$ cat src/sts_pkg.sv
// ----------------------------------------------------------------------------
// sts_pkg: shared types and constants
// Widths, store depth and the per-cell control struct for the sort/search
// block.
// ----------------------------------------------------------------------------
`timescale 1ns / 1ps
`default_nettype none
package sts_pkg;
   localparam int DEPTH   = 64;
   localparam int VAL_W   = 31;
   localparam int IDX_W   = 6;
   localparam int CNT_W   = 7;

   localparam logic OP_LOAD   = 1'b0;
   localparam logic OP_SEARCH = 1'b1;

   localparam logic KIND_ELEM   = 1'b0;
   localparam logic KIND_ANSWER = 1'b1;

   // control broadcast to every cell
   typedef struct packed {
      logic             rotate;   // every cell takes its right neighbor
      logic             sort;     // odd-even compare and exchange
      logic             phase;    // which pairing is active this pass
      logic             load;     // write one cell
      logic [CNT_W-1:0] load_idx;
      logic [CNT_W-1:0] count;    // cells below count take part in sorting
   } cell_ctrl_type;
endpackage
`default_nettype wire

$ cat src/sts_cell.sv
// ----------------------------------------------------------------------------
// sts_cell: one storage cell of the element chain
// Holds one element; loads, rotates toward the head, or compare-exchanges
// with a neighbor in an odd-even transposition pass.
// ----------------------------------------------------------------------------
`timescale 1ns / 1ps
`default_nettype none
module sts_cell (
   input  wire logic                      clock,
   input  wire sts_pkg::cell_ctrl_type    ctrl,
   input  wire logic [sts_pkg::CNT_W-1:0] idx,
   input  wire logic [sts_pkg::VAL_W-1:0] load_val,
   input  wire logic [sts_pkg::VAL_W-1:0] left_val,
   input  wire logic [sts_pkg::VAL_W-1:0] right_val,
   output logic      [sts_pkg::VAL_W-1:0] val
);
   logic [sts_pkg::VAL_W-1:0] val_ff;
   logic [sts_pkg::VAL_W-1:0] val_in;
   logic                      pair_right;
   logic                      pair_left;

   // pairing for this pass: strictly greater only, so equal values keep order
   assign pair_right = (idx[0] == ctrl.phase) &&
                       ((idx + sts_pkg::CNT_W'(1)) < ctrl.count);
   assign pair_left  = (idx[0] != ctrl.phase) && (idx != '0) && (idx < ctrl.count);

   // next value
   always_comb begin
      val_in = val_ff;
      if (ctrl.load && ctrl.load_idx == idx) begin
         val_in = load_val;
      end else if (ctrl.rotate) begin
         val_in = right_val;
      end else if (ctrl.sort) begin
         if (pair_right && val_ff > right_val) begin
            val_in = right_val;
         end else if (pair_left && left_val > val_ff) begin
            val_in = left_val;
         end
      end
   end

   always_ff @(posedge clock) begin
      val_ff <= val_in;
   end

   assign val = val_ff;
endmodule
`default_nettype wire

$ cat config.mk
export PLATFORM = sky130hd
export DESIGN_NAME = sts_cell
export DESIGN_NICKNAME = d
export VERILOG_FILES = /design/src/sts_pkg.sv /design/src/sts_cell.sv
export SDC_FILE = /design/constraint.sdc
export NUM_CORES = 1
export LEC_CHECK = 0
export BUFFER_PORTS_ARGS = -buffer_cell sky130_fd_sc_hd__buf_4
export CAP_MARGIN = 20
export CELL_PAD_IN_SITES_DETAIL_PLACEMENT = 0
export CELL_PAD_IN_SITES_GLOBAL_PLACEMENT = 1
export CORE_MARGIN = 8
export CORE_UTILIZATION = 38
export DETAILED_ROUTE_END_ITERATION = 6
export HOLD_SLACK_MARGIN = 0.02
export PLACE_DENSITY_LB_ADDON = 0.12
export SETUP_SLACK_MARGIN = 0.1
export SYNTH_ARGS = -nofsm -noshare
export SYNTH_HDL_FRONTEND = slang
export SYNTH_SLANG_ARGS = --single-unit
$ cat constraint.sdc
create_clock -name clock -period 10.42 [get_ports clock]
set_clock_uncertainty 0.15 [all_clocks]
set_input_delay 2.084 -clock clock [delete_from_list [all_inputs] [get_ports clock]]
set_output_delay 2.084 -clock clock [all_outputs]
set_load 0.1 [all_outputs]
## Yosys cells after proc, flatten, opt, wreduce, memory -nomap -nowiden

Index checks and enable logic that the tools add are counted.

| storage, ports and cells | value |
|---|---|
| memory bits (writable) | 0 |
| memories kept | 0 |
| output and inout port bits | 31 |
| latch bits | 0 |
| register bits after elaboration | 31 |
| input port bits | 119 |
| logic and storage cells | 24 |
| ROM bits | 0 |

| cells by class | value |
|---|---|
| bitwise logic cells | 0 |
| multiply operators | 0 |
| reductions and logical operators | 10 |
| order comparisons | 4 |
| muxes and demuxes | 5 |
| equality and inequality tests | 3 |
| divide/modulo/power cells | 0 |
| shift-type cells | 0 |
| add/subtract/negate cells | 1 |

Operator list:

| cell | count |
|---|---|
| $mux W31 | 5 |
| $gt A31 B31 Y1 | 2 |
| $lt A7 B7 Y1 | 2 |
| $add A7 B1 Y7 const B | 1 |
| $eq A7 B7 Y1 | 1 |
| $reduce_bool A7 Y1 | 1 |
| $logic_and A1 B1 Y1 | 6 |
| $reduce_bool A4 Y1 | 1 |
| $reduce_bool A3 Y1 | 1 |
| $reduce_and A2 Y1 | 1 |
| $eq A1 B1 Y1 | 1 |
| $ne A1 B1 Y1 | 1 |

## Longest topological paths before layout

| logic depth | value |
|---|---|
| depth after elaboration | 9 |
| depth in mapped cells | 13 |
| mapped depth without buffers | 12 |

## Worst setup path before layout

OpenSTA, ideal clock, no wires.

| timing | value |
|---|---|
| path kind | in2reg |
| start | in idx[2] in the netlist's numbering |
| end | reg val_ff, in the netlist val[0], enable pin |
| stages on the path | 11 |
| setup slack | 5.157 ns |
| buffers on the path | 1 |
| required time | 9.879 ns |
| library setup time | 0.391 ns |
| data arrival time | 4.723 ns |
| cell sequence | clkbuf_1 -> nand3_1 -> nor2_1 -> xor2_1 -> ha_1 -> a21oi_1 -> nand2_1 -> o21bai_2 -> a2111oi_2 -> a21o_1 -> a221o_1 |

| between the ends | value |
|---|---|
| word-level cells in the longest chain between the ends | 6 |
| elaborated cells on any way between the ends | 14 |
| classes of those cells | add/sub: 1; order compare: 2; eq/ne: 1; reduce/logical: 10 |

RTL lines:

| item | line | text |
|---|---|---|
| start: declaration | sts_cell.sv:11 | `input wire logic [sts_pkg::CNT_W-1:0] idx,` |
| $add A7 B1 Y7 / $reduce_bool A7 Y1 (equally long branches) | sts_cell.sv:24, sts_cell.sv:25 |  |
| $lt A7 B7 Y1 / $logic_and A1 B1 Y1 (equally long branches) | sts_cell.sv:24, sts_cell.sv:25 |  |
| $logic_and A1 B1 Y1 (on tied branches) | sts_cell.sv:23, sts_cell.sv:25 |  |
| $logic_and A1 B1 Y1 (on tied branches) | sts_cell.sv:35, sts_cell.sv:37 |  |
| $reduce_bool A4 Y1 (no source line) | - |  |
| $reduce_and A2 Y1 (no source line) * | - |  |
| end signal: assignment | sts_cell.sv:44 | `val_ff <= val_in;` |
| end: declaration | sts_cell.sv:17 | `logic [sts_pkg::VAL_W-1:0] val_ff;` |

Mark *: on every way between the ends. The rest lies on a longest branch, timed or not.
A chain may end at the register's enable or synchronous reset.

## Final worst setup path

| timing | value |
|---|---|
| start | in right_val[13] in the netlist's numbering |
| end | reg val_ff, in the netlist val[26], data pin |

| between the ends | value |
|---|---|
| word-level cells in the longest chain between the ends | 6 |

RTL lines:

| item | line | text |
|---|---|---|
| start: declaration | sts_cell.sv:14 | `input wire logic [sts_pkg::VAL_W-1:0] right_val,` |
| $gt A31 B31 Y1 | sts_cell.sv:35 | `if (pair_right && val_ff > right_val) begin` |
| $logic_and A1 B1 Y1 | sts_cell.sv:35 |  |
| $mux W31 | sts_cell.sv:35 |  |
| $mux W31 | sts_cell.sv:34 | `end else if (ctrl.sort) begin` |
| $mux W31 | sts_cell.sv:32 | `end else if (ctrl.rotate) begin` |
| $mux W31 | sts_cell.sv:30 | `if (ctrl.load && ctrl.load_idx == idx) begin` |
| named net val_in (one bit) | sts_cell.sv:18 | `logic [sts_pkg::VAL_W-1:0] val_in;` |

The timed path passes the listed nets, and every way through them passes these cells. The select of a mux whose other input is x is not followed.

==> run metrics <==
status=completed; launch point of the worst reg-to-reg path=val[13]; P_leak=2.63 nW; Crit path buffers/inverters=3; num rows=36; DR WL/cell=15.3 um; Tightest Pin Transition=0.626 ns; All-Layer GR Usage=16.4%; ant diodes=0; CP Launch Type=input port; Tcrit/Tclk final=49.0%; initial core utilization=38.3%; clk buf depth=2; total wire length=10900 um; fin cells=710; Yosys reg bits=31; # DRC=0; slew margin rel.=58.3%; EDFF count, synth=31; share of cells above drive strength 1=28.4%; length of the first detailed-routing pass in iterations=4; total power=0.574 mW; Fmax achieved=0.196 GHz; Flop pwr share=30.1%; IO buf count=149; Setup CP Type=input port to register; fin. max-slew vios=0; Max IR drop VDD=0.0560 mV; Overflow after GRT=0; Die W=114 um; Mapped Cells=428; number of H-tree levels=2; post-synth cell types=43; clock-pin slew on the worst setup and hold paths=0.07 ns; Reg2Reg Depth=9; Req. time, crit path=10.28 ns; die area=13100 um^2; Clock Sink Count=31; initial antenna violation count=0; post-synthesis net count=623; Max Cap Viol=0; Final Util=52.1%; Area Growth Syn to Fin=36.0%; hold path startpoint=val[30]; Cell Area, Synth=3680 um^2; Async SR Flop Fraction=0%; Final ANT Viol Nets=0; Final setup viols=0; RSZ-0062 raised after global routing=false; first-pass GRT wire length=17300 um; Worst R2R End=val[26]; DP Cell Count=703; pwr dens=115 nW/um^2; post-route minimum period=5.11 ns; crit-path cells=buf_4 -> inv_1 -> ha_1 -> nand4_1 -> or4_1 -> o21bai_2 -> nor2_1 -> a211oi_4 -> buf_4 -> mux2i_1 -> a21oi_1; register area share after synthesis=25.3%; # IOs=150; Hold Crit Depth=5; Crit path largest cell delay=0.59 ns; DR iter-0 viols=96; critical path endpoint category=register; fillers=974; Worst Path Max Fanout=24; ys flop type=edfxtp_1; type of the worst min-delay path=register to register; max FFs per register=31; delay-heaviest family, CP=simple AND/OR/NAND/NOR gates; fin area=5000 um^2; vias=3521; Slowest-stage cell, CP=or4_1; P_sw=0.263 mW; Critical Path AT=4.96 ns; worst hold endpoint=val[0]; most frequent cells in the layout=152 x buf_4, 76 x ha_1, 72 x inv_1, 55 x a21oi_1, 47 x nor2_1; r2r setup slk=6.78 ns; switching share of power=45.8%; Nets=772; Setup TNS Final=0 ns; core area=9590 um^2; Final Hold Vio Count=0; root buffer cell=clkbuf_8; Worst Setup SP=right_val[13]; Clk network pwr share=15.9%; CTS tree=yes; vias in the first global route=3768; Syn. warnings=0; Worst-Skew Late Latency=0.28 ns; CTS Buf Count=5; post-synthesis average cell area=8.59 um^2; dpl hpwl=9280 um; Gate power share=54.0%; # hold bufs at CTS=0; largest net degree at the start of global routing=64; Crit path top cell by count=buf_4; Cell Int Power=0.311 mW; Die H=114 um; routed vias/inst=4.96; commonest non-fill, non-tap cell in the layout=buf_4; Setup WS pre-CTS=4.97 ns; placed cell area=4920 um^2; Final GP Congestion=0.812; setup bufs post-CTS=0; hold_ws=1.21 ns; CTS resizes=0; Setup WS post-layout=5.31 ns
[cell families after synthesis]
group           Yosys count  synth area share (%)
buf+inv                  82                  8.99
simple gates            103                  13.3
flops                    31                  25.3
fa+ha+maj                76                  25.9
xor+xnor                 13                  3.10
mux                      31                  8.44
compound gates           92                  15.0
[metal layers]
| metal | wire length (um) | vias up | GRT usage [%] |
|---|---|---|---|
| met5 | 0 | - | 0 |
| met4 | 111 | 0 | 3.82 |
| met3 | 747 | 7 | 4.54 |
| met2 | 5690 | 90 | 30.8 |
| met1 | 4320 | 1606 | 17.6 |
| li1 | - | 1818 | - |
[worst max-delay path by stage]
stage               endpoint  depth (start not counted)
floorplan             val[0]                         11
global placement     val[15]                         11
detailed placement   val[26]                         11
CTS                  val[18]                         11
global route         val[11]                         11
finish               val[26]                         11
[cell usage after synthesis, types with 7 or more instances]
library cell  number  area share (%)
edfxtp_1          31              25
nand4_1           11             1.9
a21oi_1           55             7.5
clkbuf_1           7            0.71
o21ai_0           11             1.5
ha_1              76              26
nand2_1           17             1.7
inv_1             72             7.4
mux2i_1           31             8.4
nand3_1           11             1.5
nor2_1            47             4.8
xor2_1             8             1.9
[worst min-delay path, stage by stage (launching register included)]
cell and delay [ns]:
edfxtp_1 0.43, inv_1 0.08, ha_1 0.13, nor2_1 0.05, nand3_1 0.11, a221o_1 0.36
[layout make-up]
type / count / area (um^2) / area share (%)
multi-input cells: 315 / 2410 / 48.3
repair buffers: 152 / 1140 / 22.8
flip-flops and latches: 31 / 931 / 18.6
clock inverters: 2 / 8.76 / 0.175
inverters: 72 / 270 / 5.40
well taps: 133 / 166 / 3.33
clock buffers: 5 / 68.8 / 1.38
[power by group through the flow]
stage	clock, mW	sequential [mW]	combinational (mW)
floorplan	0	0.278	0.113
global route	0.0982	0.175	0.338
finish	0.0913	0.173	0.310
global placement	0	0.176	0.307
detailed placement	0	0.176	0.313
CTS	0.0954	0.173	0.314
Power figures use the tool's default switching activity.
